`config.mk`:
```
export PLATFORM = sky130hd
export DESIGN_NAME = timed_tone_generator
export DESIGN_NICKNAME = d
export VERILOG_FILES = /design/src/rtl/core/ttg_pkg.sv /design/src/rtl/core/ttg_divider.sv /design/src/rtl/core/ttg_tone_core.sv /design/src/rtl/core/timed_tone_generator.sv
export SDC_FILE = /design/constraint.sdc
export NUM_CORES = 1
export LEC_CHECK = 0
export BUFFER_PORTS_ARGS = -buffer_cell sky130_fd_sc_hd__buf_2
export CORE_AREA = 2 2 126 219
export CTS_BUF_LIST = sky130_fd_sc_hd__clkbuf_4 sky130_fd_sc_hd__clkbuf_8
export CTS_CLUSTER_SIZE = 25
export DETAILED_ROUTE_END_ITERATION = 8
export DIE_AREA = 0 0 128 221
export PLACE_DENSITY = 0.66
export SYNTH_ARGS = -nofsm -noshare
export SYNTH_HDL_FRONTEND = slang
export SYNTH_SLANG_ARGS = --single-unit
```
`constraint.sdc`:
```
create_clock -name aclk -period 7.4 [get_ports aclk]
set_input_delay 0 -clock aclk [delete_from_list [all_inputs] [get_ports aclk]]
set_output_delay 0 -clock aclk [all_outputs]
set_load 0.05 [all_outputs]
```
`src/rtl/core/ttg_pkg.sv`:
```
package ttg_pkg;

    localparam int CLK_HZ_W  = 24;
    localparam int TPM_W     = 16;
    localparam int FREQ_W    = 16;
    localparam int DUR_W     = 16;
    localparam int TIME_W    = 32;
    localparam int CFG_IDX_W = 1;
    localparam int DIV_CNT_W = $clog2(CLK_HZ_W + 1);

    localparam logic [CFG_IDX_W-1:0] CFG_TIMER_CLOCK_HZ = 1'b0;
    localparam logic [CFG_IDX_W-1:0] CFG_TICKS_PER_MS   = 1'b1;

    localparam logic [CLK_HZ_W-1:0] TIMER_CLOCK_HZ_RST = 24'd2000000;
    localparam logic [TPM_W-1:0]    TICKS_PER_MS_RST   = 16'd2000;

    typedef enum logic {
        REQ_TICK = 1'b0,
        REQ_PLAY = 1'b1
    } ttg_req_t;

    typedef enum logic {
        ST_IDLE   = 1'b0,
        ST_DIVIDE = 1'b1
    } ttg_state_t;

    typedef struct packed {
        logic             tick;
        logic             play;
        logic [DUR_W-1:0] dur;
    } ttg_ctl_t;

endpackage

```
`src/rtl/core/ttg_divider.sv`:
```
module ttg_divider #(
    parameter int COMPARE_WIDTH = 16
) (
    input  logic                               aclk,
    input  logic                               aresetn,
    input  logic                               start,
    input  logic [ttg_pkg::CLK_HZ_W-1:0]       dividend,
    input  logic [ttg_pkg::FREQ_W-1:0]         freq,
    output logic                               done,
    output logic [COMPARE_WIDTH-1:0]           half_period
);

    localparam int DW = ttg_pkg::CLK_HZ_W;
    localparam int RW = ttg_pkg::FREQ_W + 1;
    localparam logic [ttg_pkg::DIV_CNT_W-1:0] LastStep = ttg_pkg::DIV_CNT_W'(DW);
    localparam logic [31:0] CmpMax = (32'd1 << COMPARE_WIDTH) - 32'd1;

    logic                          busy_reg, busy_next;
    logic [ttg_pkg::DIV_CNT_W-1:0] cnt_reg, cnt_next;
    logic [DW-1:0]                 dq_reg, dq_next;
    logic [RW-1:0]                 rem_reg, rem_next;
    logic [RW-1:0]                 divisor_reg, divisor_next;
    logic [RW:0]                   trial;
    logic [RW+1:0]                 diff;
    logic [31:0]                   qm1;

    // one quotient bit per cycle, restoring
    always_comb begin
        trial        = {rem_reg, dq_reg[DW-1]};
        diff         = {1'b0, trial} - {2'b00, divisor_reg};
        busy_next    = busy_reg;
        cnt_next     = cnt_reg;
        dq_next      = dq_reg;
        rem_next     = rem_reg;
        divisor_next = divisor_reg;
        if (start) begin
            busy_next    = 1'b1;
            cnt_next     = '0;
            dq_next      = dividend;
            rem_next     = '0;
            divisor_next = {freq, 1'b0};
        end else if (busy_reg) begin
            if (cnt_reg == LastStep) begin
                busy_next = 1'b0;
            end else begin
                cnt_next = cnt_reg + 1'b1;
                if (!diff[RW+1]) begin
                    rem_next = diff[RW-1:0];
                    dq_next  = {dq_reg[DW-2:0], 1'b1};
                end else begin
                    rem_next = trial[RW-1:0];
                    dq_next  = {dq_reg[DW-2:0], 1'b0};
                end
            end
        end
    end

    always_ff @(posedge aclk) begin
        if (!aresetn) begin
            busy_reg <= 1'b0;
            cnt_reg  <= '0;
        end else begin
            busy_reg <= busy_next;
            cnt_reg  <= cnt_next;
        end
        dq_reg      <= dq_next;
        rem_reg     <= rem_next;
        divisor_reg <= divisor_next;
    end

    // quotient minus one, saturated to the compare range
    always_comb begin
        qm1  = {{(32-DW){1'b0}}, dq_reg} - 32'd1;
        done = busy_reg && (cnt_reg == LastStep);
        if (dq_reg == '0) begin
            half_period = '0;
        end else if (qm1 > CmpMax) begin
            half_period = CmpMax[COMPARE_WIDTH-1:0];
        end else begin
            half_period = qm1[COMPARE_WIDTH-1:0];
        end
    end

endmodule

```
`src/rtl/core/ttg_tone_core.sv`:
```
module ttg_tone_core #(
    parameter int COMPARE_WIDTH = 16
) (
    input  logic                            aclk,
    input  logic                            aresetn,
    input  ttg_pkg::ttg_ctl_t               ctl,
    input  logic [ttg_pkg::TPM_W-1:0]       ticks_per_ms,
    input  logic                            hp_load,
    input  logic [COMPARE_WIDTH-1:0]        hp_value,
    output logic                            pin_next,
    output logic                            sounding_next
);

    logic [ttg_pkg::TIME_W-1:0] now_ms_reg, now_ms_next;
    logic [ttg_pkg::TPM_W-1:0]  prescale_reg, prescale_next;
    logic [ttg_pkg::TIME_W-1:0] end_ms_reg, end_ms_next;
    logic [COMPARE_WIDTH-1:0]   half_reg, half_next;
    logic [COMPARE_WIDTH-1:0]   count_reg, count_next;
    logic                       sounding_reg;
    logic                       running_reg, running_next;
    logic                       pin_reg;
    logic [ttg_pkg::TPM_W-1:0]  pre_inc;

    always_comb begin
        pre_inc       = prescale_reg + 1'b1;
        now_ms_next   = now_ms_reg;
        prescale_next = prescale_reg;
        end_ms_next   = end_ms_reg;
        half_next     = hp_load ? hp_value : half_reg;
        count_next    = count_reg;
        sounding_next = sounding_reg;
        running_next  = running_reg;
        pin_next      = pin_reg;
        if (ctl.tick) begin
            if (pre_inc >= ticks_per_ms) begin
                prescale_next = '0;
                now_ms_next   = now_ms_reg + 1'b1;
            end else begin
                prescale_next = pre_inc;
            end
            if (running_reg) begin
                if (count_reg == half_reg) begin
                    count_next = '0;
                    if (sounding_reg) begin
                        if (now_ms_next >= end_ms_reg) begin
                            sounding_next = 1'b0;
                            pin_next      = 1'b0;
                            running_next  = 1'b0;
                        end else begin
                            pin_next = !pin_reg;
                        end
                    end
                end else begin
                    count_next = count_reg + 1'b1;
                end
            end
        end else if (ctl.play) begin
            count_next    = '0;
            end_ms_next   = now_ms_reg + {{(ttg_pkg::TIME_W-ttg_pkg::DUR_W){1'b0}}, ctl.dur};
            sounding_next = 1'b1;
            running_next  = 1'b1;
        end
    end

    always_ff @(posedge aclk) begin
        if (!aresetn) begin
            now_ms_reg   <= '0;
            prescale_reg <= '0;
            end_ms_reg   <= '0;
            half_reg     <= '0;
            count_reg    <= '0;
            sounding_reg <= 1'b0;
            running_reg  <= 1'b0;
            pin_reg      <= 1'b0;
        end else begin
            now_ms_reg   <= now_ms_next;
            prescale_reg <= prescale_next;
            end_ms_reg   <= end_ms_next;
            half_reg     <= half_next;
            count_reg    <= count_next;
            sounding_reg <= sounding_next;
            running_reg  <= running_next;
            pin_reg      <= pin_next;
        end
    end

endmodule

```
`src/rtl/core/timed_tone_generator.sv`:
```
// Square-wave buzzer driver with a timed tone length. Each input transaction
// is either one prescaled timer tick or a play request carrying a frequency
// and a duration in milliseconds; every transaction returns exactly one
// result transaction with the buzzer level and the tone-active flag after the
// update. Ticks never stall the input, so they can stream back to back as long
// as the result side keeps taking results. A play request with a nonzero
// frequency applies at once (its result is issued right away) but then holds
// s_ready low while a bit-serial restoring divider works out timer_clock_hz /
// (2 * tone_freq), one quotient bit per cycle over the 24-bit dividend, and
// then loads the half-period compare value. A zero frequency is ignored. The
// configuration port (cfg_wr_en, cfg_index, cfg_wdata) writes timer_clock_hz
// (index 0) or ticks_per_ms (index 1) and must only be used while the block
// is idle.
module timed_tone_generator #(
    parameter int COMPARE_WIDTH = 16
) (
    input  logic                              aclk,
    input  logic                              aresetn,
    input  logic                              cfg_wr_en,
    input  logic [ttg_pkg::CFG_IDX_W-1:0]     cfg_index,
    input  logic [ttg_pkg::CLK_HZ_W-1:0]      cfg_wdata,
    input  logic                              s_valid,
    output logic                              s_ready,
    input  logic                              s_req_type,
    input  logic [ttg_pkg::FREQ_W-1:0]        s_tone_freq,
    input  logic [ttg_pkg::DUR_W-1:0]         s_duration_ms,
    output logic                              m_valid,
    input  logic                              m_ready,
    output logic                              m_buzzer_level,
    output logic                              m_tone_active
);

    ttg_pkg::ttg_state_t             state_reg, state_next;
    logic [ttg_pkg::CLK_HZ_W-1:0]    clk_hz_reg;
    logic [ttg_pkg::TPM_W-1:0]       tpm_reg;
    logic                            m_valid_reg, m_valid_next;
    logic                            buzzer_reg, active_reg;
    logic                            accept;
    logic                            div_start, div_done;
    logic [COMPARE_WIDTH-1:0]        div_half;
    ttg_pkg::ttg_ctl_t               ctl;
    logic                            pin_next, sounding_next;

    // Hold off new transactions while dividing or while a result waits.
    always_comb begin
        state_next = state_reg;
        s_ready    = 1'b0;
        div_start  = 1'b0;
        ctl        = '0;
        ctl.dur    = s_duration_ms;
        case (state_reg)
            ttg_pkg::ST_IDLE: begin
                s_ready = !m_valid_reg || m_ready;
                if (s_valid && s_ready) begin
                    if (s_req_type == ttg_pkg::REQ_TICK) begin
                        ctl.tick = 1'b1;
                    end else if (s_tone_freq != '0) begin
                        ctl.play   = 1'b1;
                        div_start  = 1'b1;
                        state_next = ttg_pkg::ST_DIVIDE;
                    end
                end
            end
            ttg_pkg::ST_DIVIDE: begin
                if (div_done) begin
                    state_next = ttg_pkg::ST_IDLE;
                end
            end
            default: begin
                state_next = ttg_pkg::ST_IDLE;
            end
        endcase
    end

    assign accept = s_valid && s_ready;

    always_ff @(posedge aclk) begin
        if (!aresetn) begin
            state_reg <= ttg_pkg::ST_IDLE;
        end else begin
            state_reg <= state_next;
        end
    end

    // Configuration registers.
    always_ff @(posedge aclk) begin
        if (!aresetn) begin
            clk_hz_reg <= ttg_pkg::TIMER_CLOCK_HZ_RST;
            tpm_reg    <= ttg_pkg::TICKS_PER_MS_RST;
        end else if (cfg_wr_en) begin
            if (cfg_index == ttg_pkg::CFG_TIMER_CLOCK_HZ) begin
                clk_hz_reg <= cfg_wdata;
            end
            if (cfg_index == ttg_pkg::CFG_TICKS_PER_MS) begin
                tpm_reg <= cfg_wdata[ttg_pkg::TPM_W-1:0];
            end
        end
    end

    ttg_divider #(
        .COMPARE_WIDTH(COMPARE_WIDTH)
    ) u_div (
        .aclk       (aclk),
        .aresetn    (aresetn),
        .start      (div_start),
        .dividend   (clk_hz_reg),
        .freq       (s_tone_freq),
        .done       (div_done),
        .half_period(div_half)
    );

    ttg_tone_core #(
        .COMPARE_WIDTH(COMPARE_WIDTH)
    ) u_core (
        .aclk         (aclk),
        .aresetn      (aresetn),
        .ctl          (ctl),
        .ticks_per_ms (tpm_reg),
        .hp_load      (div_done),
        .hp_value     (div_half),
        .pin_next     (pin_next),
        .sounding_next(sounding_next)
    );

    // Result register: load on every accepted transaction, drop on take.
    always_comb begin
        m_valid_next = m_valid_reg;
        if (accept) begin
            m_valid_next = 1'b1;
        end else if (m_ready) begin
            m_valid_next = 1'b0;
        end
    end

    always_ff @(posedge aclk) begin
        if (!aresetn) begin
            m_valid_reg <= 1'b0;
        end else begin
            m_valid_reg <= m_valid_next;
        end
        if (accept) begin
            buzzer_reg <= pin_next;
            active_reg <= sounding_next;
        end
    end

    assign m_valid        = m_valid_reg;
    assign m_buzzer_level = buzzer_reg;
    assign m_tone_active  = active_reg;

endmodule

```
==> qor.yml, run 1 <==
hp-class: "in -> reg"
grt_use_met2_pct: 47.3
dieHeight_um: 221
nets: 1839
slew_violations: 0
reg2reg_to: "m_buzzer_level$_DFFE_PP_"
io_buffers: 66
final-hold-violation-count: 0
gp_congestion: 0.870
cts-root-buf: "clkbuf_8"
path_class: "reg -> reg"
relSlewSlack_pct: 14.1
grt_first_pass_wirelength_um: 56800
hold_end: "u_core.end_ms_reg[11]$_SDFFE_PN0P_"
path_clk_slew_ns: 0.07
dp.cells: 1915
fillers: 2447
initial_core_util_pct: 49.2
rr_startpoint: "u_core.prescale_reg[0]$_SDFFE_PN0P_"
synthCells: 1590
htreeDepth: 2
io-pin-count: 67
netlist_area_um2: 13000
die_w_um: 128
antenna_left: 0
num_vias: 11700
syn_nets: 1742
fin_util_pct: 56.4
synth_edf_count: 42
cp_data_required_time_ns: 7.72
first_pass_iters: 5
finalSetupViolCount: 0
period_share_pct: 84.3
reg2reg_slack_ns: 1.16
cts_buffers: 36
dp_hpwl_um: 24100
clock-sinks: 222
gr-total-overflow: 0
critPathCaptureType: "register"
ys_seq_area_share_pct: 37.3
synth_cell_types: 67
cp_data_arrival_time_ns: 6.55
clock_latency_ns: 0.56
ys.warnings.count: 0
powerDensity_nw_per_um2: 208
p_leak_nw: 6.13
grt_pass1_vias: 11700
drcViolationCount: 0
core-area_um2: 26500
hold_depth: 5
finClkSkew_ns: 0.0231
rsz0062_at_grt: "false"
grt_max_degree: 77
cp-start-kind: "register"
drv_cap: 0
tightest_slew_ns: 1.29
ys_ff_latch: 222
period_needed_ns: 6.24
grt_usage_pct: 24.6
wl_per_cell_um: 16.9
holdCritStartpoint: "s_duration_ms[11]"
use_met1_pct: 26.1
setup-tns-final_ns: 0
cts_buffer_depth: 3
use_met3_pct: 3.48
dieArea_um2: 28300
async_flop_share_pct: 0
peakVddDrop_uv: 128
num_rows: 79
viasPerCell: 5.74
grt_busiest_layer: "met2"
max_freq_mhz: 160
drive_gt1_share_pct: 9.12
area_growth_pct: 14.6
routed_wirelength_um: 34500
synth-main-ff-cell: "dfxtp_1"
drt-initial-drc-count: 534
final_cells: 2038
reg2reg_depth: 21
critPathMaxFanout: 38
cts_tree: "done"
cts_resized: 0
postSynthAreaPerCell_um2: 8.20
antenna_found_initial: 3
status: "finished, final reports clean"
post_cts_buffers: 0
[through the flow]
step,instance area (um^2),total power [mW],setup WS [ns],hold WS [ns]
finish,14900,3.10,1.16,0.0317
global route,14900,3.25,0.697,0.0603
CTS,14900,3.13,1.18,0.00368
detailed placement,13600,1.95,1.17,0.197
global placement,13600,1.94,1.32,0.192
floorplan,13000,1.80,2.21,0.0989
[synthesized netlist by cell type (18+ instances only)]
| library cell | n | area share, % |
|---|---|---|
| o21a_1 | 18 | 1.0 |
| or4_1 | 23 | 1.3 |
| nand2_1 | 278 | 8.0 |
| o31ai_1 | 18 | 1.0 |
| dfxtp_1 | 180 | 28 |
| a21oi_1 | 137 | 5.3 |
| ha_1 | 87 | 8.3 |
| a31oi_1 | 20 | 0.96 |
| mux2i_1 | 23 | 1.8 |
| xnor2_1 | 60 | 4.0 |
| nand4_1 | 30 | 1.4 |
| edfxtp_1 | 42 | 9.7 |
| nand3_1 | 69 | 2.6 |
| inv_1 | 83 | 2.4 |
| o211ai_1 | 18 | 1.0 |
| clkbuf_1 | 65 | 1.9 |
| xor2_1 | 50 | 3.4 |
| nor2_1 | 81 | 2.3 |
| o21ai_0 | 59 | 2.3 |
| nor3_1 | 34 | 1.3 |
| or3_1 | 20 | 0.96 |
| and3_1 | 20 | 0.96 |
| nand2b_1 | 22 | 1.1 |
[cell usage in the layout (no fill, tap or decap), types with 20 or more instances in the layout]
cell and instances:
nand2_1 278, nor3_1 34, inv_1 81, a31oi_1 20
a21oi_1 136, buf_2 66, and3_1 20, nor2_1 81
mux2i_1 23, or3_1 20, or4_1 23, nand2b_1 22
xor2_1 50, edfxtp_1 42, xnor2_1 60, ha_1 87
dfxtp_1 180, clkbuf_8 43, nand4_1 30, dlygate4sd3_1 58
o21ai_0 59, nand3_1 68
[power by group]
part	switching [mW]	leakage [nW]	internal, mW
Clock	0.510	0.399	0.634
Sequential	0.0587	1.86	1.31
Combinational	0.341	3.87	0.244
[layer usage]
metal  routed length, um  vias to the layer above
li1                    -                     5832
met1               13300                     5560
met2               18800                      210
met3                1100                       87
met4                1270                        0
met5                   0                        -
[repair_timing]
| item | in CTS | in global routing |
|---|---|---|
| hold buffers | 58 | 0 |
| setup endpoints to repair | 0 | 0 |
| endpoints found under the hold margin | 73 | 0 |
[cell type report]
| class | instances | area (um^2) | area share, % |
|---|---|---|---|
| clock buffer | 50 | 644 | 4.31 |
| sequential | 222 | 4860 | 32.5 |
| clock inverter | 12 | 113 | 0.753 |
| inverter | 83 | 312 | 2.08 |
| antenna | 3 | 7.51 | 0.0502 |
| tap | 324 | 405 | 2.71 |
| timing repair buffer | 137 | 1010 | 6.75 |
| multi-input combinational | 1207 | 7590 | 50.8 |
[worst max-delay path: stages, from the launching register on]
cell and delay (ns):
dfxtp_1 0.42, nand3_1 0.09, nor2_1 0.32, nand3_1 0.30, nor2_1 0.19, xor2_1 0.23
ha_1 0.29, a21oi_1 0.18, o21a_1 0.15, o221ai_1 0.37, a21oi_4 0.87, buf_4 0.38
nor3_1 0.10, xor2_1 0.16, ha_1 0.33, nand4_1 0.12, or4_1 0.51, o32a_1 0.35
nand4_1 0.12, a31oi_1 0.19, or3b_2 0.26, nand2_1 0.05
[worst max-delay path by stage]
stage	endpoint	from	cells past startpoint	slack, ns
final	m_buzzer_level$_DFFE_PP_	u_core.prescale_reg[0]$_SDFFE_PN0P_	21	1.16
after global routing	m_buzzer_level$_DFFE_PP_	u_core.prescale_reg[0]$_SDFFE_PN0P_	21	0.70
after CTS	m_buzzer_level$_DFFE_PP_	u_core.prescale_reg[0]$_SDFFE_PN0P_	21	1.18
after detailed placement	m_buzzer_level$_DFFE_PP_	u_core.prescale_reg[0]$_SDFFE_PN0P_	21	1.17
after global placement	m_buzzer_level$_DFFE_PP_	u_core.prescale_reg[0]$_SDFFE_PN0P_	21	1.32
after floorplan	u_core.pin_reg$_SDFF_PN0_	u_core.prescale_reg[0]$_SDFFE_PN0P_	24	2.21
[logic make-up (layout without fill, tap and decap cells)]
group                      Yosys count  in the layout  synth area share (%)
other                                0              3                     0
and+or+nand+nor                    625            625                  22.7
DFF                                222            222                  37.3
xor gates and xnor gates           110            110                  7.39
muxes                               25             25                  1.94
AOI/OAI and AO/OA                  358            358                  17.3
adders and majority gates           89             89                  8.65
buffers and inverters              161            282                  4.72
No activity file was read; power rests on OpenSTA's default activity.
==> run 2: changes to the inputs <==
--- a/config.mk
+++ b/config.mk
@@ -11,7 +11,7 @@
 export CTS_CLUSTER_SIZE = 25
 export DETAILED_ROUTE_END_ITERATION = 8
 export DIE_AREA = 0 0 128 221
-export PLACE_DENSITY = 0.66
+export PLACE_DENSITY = 0.69
 export SYNTH_ARGS = -nofsm -noshare
 export SYNTH_HDL_FRONTEND = slang
 export SYNTH_SLANG_ARGS = --single-unit
==> constraint.sdc (replaced) <==
create_clock -name aclk -period 5.5 [get_ports aclk]
set_input_delay 0 -clock aclk [delete_from_list [all_inputs] [get_ports aclk]]
set_output_delay 0 -clock aclk [all_outputs]
set_load 0.05 [all_outputs]
==> run 2 against run 1 <==
Against the previous run:
- critical endpoint unchanged
- largest cell class unchanged
- power grew 36%
- routed wire length shrank 1.8%
- critical path type unchanged
- clock power increased by 39%
- clock skew increased by 0.0069 ns
- sequential power rose by 35%
- largest power group unchanged
- via count is 0.64% higher
- worst setup slack worse by 0.83 ns
==> qor.yml, run 2 (synthesis gave the netlist of run 1 again) <==
period_needed_ns: 5.17  # -1.07 ns
internal_power_mw: 3.00  # +37%
dieArea_um2: 28300  # unchanged
antenna_found_initial: 0  # -3
antenna_cells: 0  # -3
p_sw_share_pct: 29.0  # -0.31 points
nets: 1856  # +0.92%
cts_buffer_depth: 3  # unchanged
grt_usage_pct: 23.9  # -0.65 points
slowest_delay_ns: 0.53  # -0.34 ns
path_cells: "nand2_1 > nor2_1 > nand3_2 > nor2_1 > xor2_1 > ha_1 > a21o_1 > a21oi_1 > o221ai_2 > buf_4 > a21oi_4 > buf_4 > nor3_1 > xor2_1 > ha_1 > nand4_1 > or4_1 > o32a_1 > nand4_1 > a31oi_1 > or3b_2 > nand2_1"
finClkSkew_ns: 0.0300  # +0.00689 ns
final_cells: 2054  # +0.79%
use_met3_pct: 3.07  # -0.41 points
gr-total-overflow: 0  # unchanged
use_met1_pct: 24.7  # -1.4 points
period_share_pct: 94.0  # +9.7 points
p_leak_nw: 6.21  # +1.2%
grt_max_degree: 61  # -21%
final-hold-violation-count: 0  # unchanged
power_frac_seq_pct: 43.8  # -0.5 points
io_buffers: 66  # unchanged
status: "finished, final reports clean"
dp.cells: 1925  # +0.52%
drcViolationCount: 0  # unchanged
layout_commonest_cell: "nand2_1"
path_class: "reg -> reg"
num_vias: 11800  # +0.64%
clock_latency_ns: 0.56  # about the same
first_pass_iters: 5  # unchanged
fin_util_pct: 57.2  # +0.74 points
critPathMaxFanout: 9  # -76%
critPathCaptureType: "register"
finalSetupViolCount: 0  # unchanged
cts-root-buf: "clkbuf_8"
wl_per_cell_um: 16.5  # -2.6%
cts_tree: "done"
io-pin-count: 67  # unchanged
antenna_left: 0  # unchanged
dp_hpwl_um: 24400  # +1.3%
viasPerCell: 5.73  # -0.14%
grt_use_met2_pct: 46.6  # -0.67 points
drt-initial-drc-count: 702  # +31%
powerDensity_nw_per_um2: 279  # +34%
drive_gt1_share_pct: 10.2  # +1.1 points
max_freq_mhz: 193  # +21%
gp_congestion: 0.905  # +4.0%
clockPowerShare_pct: 37.6  # +0.7 points
core-area_um2: 26500  # unchanged
routed_wirelength_um: 33900  # -1.8%
layout_common_cells: "278 x nand2_1, 179 x dfxtp_1, 136 x a21oi_1"
initial_core_util_pct: 49.2  # unchanged
critPathBufInv: 2  # +1
hp-class: "in -> reg"
dieHeight_um: 221  # unchanged
grt_busiest_layer: "met2"
tightest_slew_ns: 1.25  # -0.0412 ns
relSlewSlack_pct: 16.0  # +1.9 points
crit_family: "simple AND/OR/NAND/NOR gates"
peakVddDrop_uv: 166  # +29%
area_growth_pct: 16.1
fillers: 2420  # -1.1%
clock-sinks: 222  # unchanged
slowest_stage: "or4_1"
die_w_um: 128  # unchanged
combPwrFrac_pct: 18.6  # -0.3 points
cp_data_arrival_time_ns: 5.48  # -1.07 ns
cp_data_required_time_ns: 5.81  # -1.91 ns
cts_buffers: 36  # unchanged
grt_first_pass_wirelength_um: 55400  # -2.4%
htreeDepth: 2  # unchanged
setup-tns-final_ns: 0  # unchanged
drv_cap: 0  # unchanged
cp-start-kind: "register"
num_rows: 79  # unchanged
slew_violations: 0  # unchanged
post_cts_buffers: 0  # unchanged
rsz0062_at_grt: "false"
path_clk_slew_ns: 0.06  # about the same
p_sw_mw: 1.22  # +35%
grt_pass1_vias: 11700  # -0.27%
## run 2: cell types whose count changed in the layout (fill, tap and decap cells not counted), sizes merged
cell and change:
clkbuf +1, buf +10, dlygate4sd3 +7, diode -3
bufinv +1
## run 2: what timing repair did
action                                  4_1_cts  5_1_grt
hold buffers                                 65        0
endpoints found under the setup margin        0        5
hold endpoints to repair                     70        0
gates resized for setup                       0        6
## run 2: worst paths after layout
path                                                          start                            endpoint  slack, ns  depth (start not counted)
worst max-delay path            u_core.prescale_reg[2]$_SDFFE_PN0P_            m_buzzer_level$_DFFE_PP_       0.33                         22
worst min-delay path                               s_duration_ms[9]   u_core.end_ms_reg[9]$_SDFFE_PN0P_       0.02                          5
worst max register to register  u_core.prescale_reg[2]$_SDFFE_PN0P_            m_buzzer_level$_DFFE_PP_       0.33                         22
worst min register to register   u_core.end_ms_reg[13]$_SDFFE_PN0P_  u_core.end_ms_reg[13]$_SDFFE_PN0P_       0.46                          2
## run 2: cell type report
cell class / instances / area [um^2] / share of cell area (%)
tap: 324 / 405 / 2.68
clock buffer: 51 / 639 / 4.22
inverter: 83 / 312 / 2.06
sequential: 222 / 4870 / 32.1
clock inverter: 13 / 145 / 0.959
multi-input combinational: 1207 / 7610 / 50.2
timing repair buffer: 154 / 1170 / 7.70
## run 2: worst reg2reg max path, cell delays in order (launching register included)
cell,delay (ns)
dfxtp_1,0.41
nand2_1,0.07
nor2_1,0.23
nand3_2,0.21
nor2_1,0.17
xor2_1,0.22
ha_1,0.28
a21o_1,0.18
a21oi_1,0.21
o221ai_2,0.17
buf_4,0.19
a21oi_4,0.28
buf_4,0.22
nor3_1,0.07
xor2_1,0.16
ha_1,0.32
nand4_1,0.11
or4_1,0.53
o32a_1,0.36
nand4_1,0.11
a31oi_1,0.15
or3b_2,0.24
nand2_1,0.05
## run 2: metrics by stage
step / power [mW] / worst slack [ns] / cell area, um^2 / hold WS [ns]
2_1_floorplan: 2.43 / 0.307 / 13000 / 0.0989
3_3_place_gp: 2.61 / 0.164 / 13700 / 0.193
3_5_place_dp: 2.63 / 0.0509 / 13700 / 0.194
4_1_cts: 4.25 / 0.0438 / 15100 / 0.0121
5_1_grt: 4.42 / 0.0499 / 15100 / 0.0703
6_report: 4.22 / 0.329 / 15100 / 0.0233
## run 2: routing by layer
layer	vias up	wire, um	share of wire [%]
met2	220	18500	55
met1	5585	12800	38
met3	88	1120	3.3
met5	-	0	0
met4	0	1490	4.4
li1	5871	-	-
## run 2: power by group through the flow
stage / clock network, mW / registers, mW / logic [mW]
after global placement: 0 / 1.88 / 0.730
after CTS: 1.62 / 1.85 / 0.785
after detailed placement: 0 / 1.88 / 0.746
after global routing: 1.68 / 1.86 / 0.879
final: 1.59 / 1.85 / 0.786
after floorplan: 0 / 1.86 / 0.567
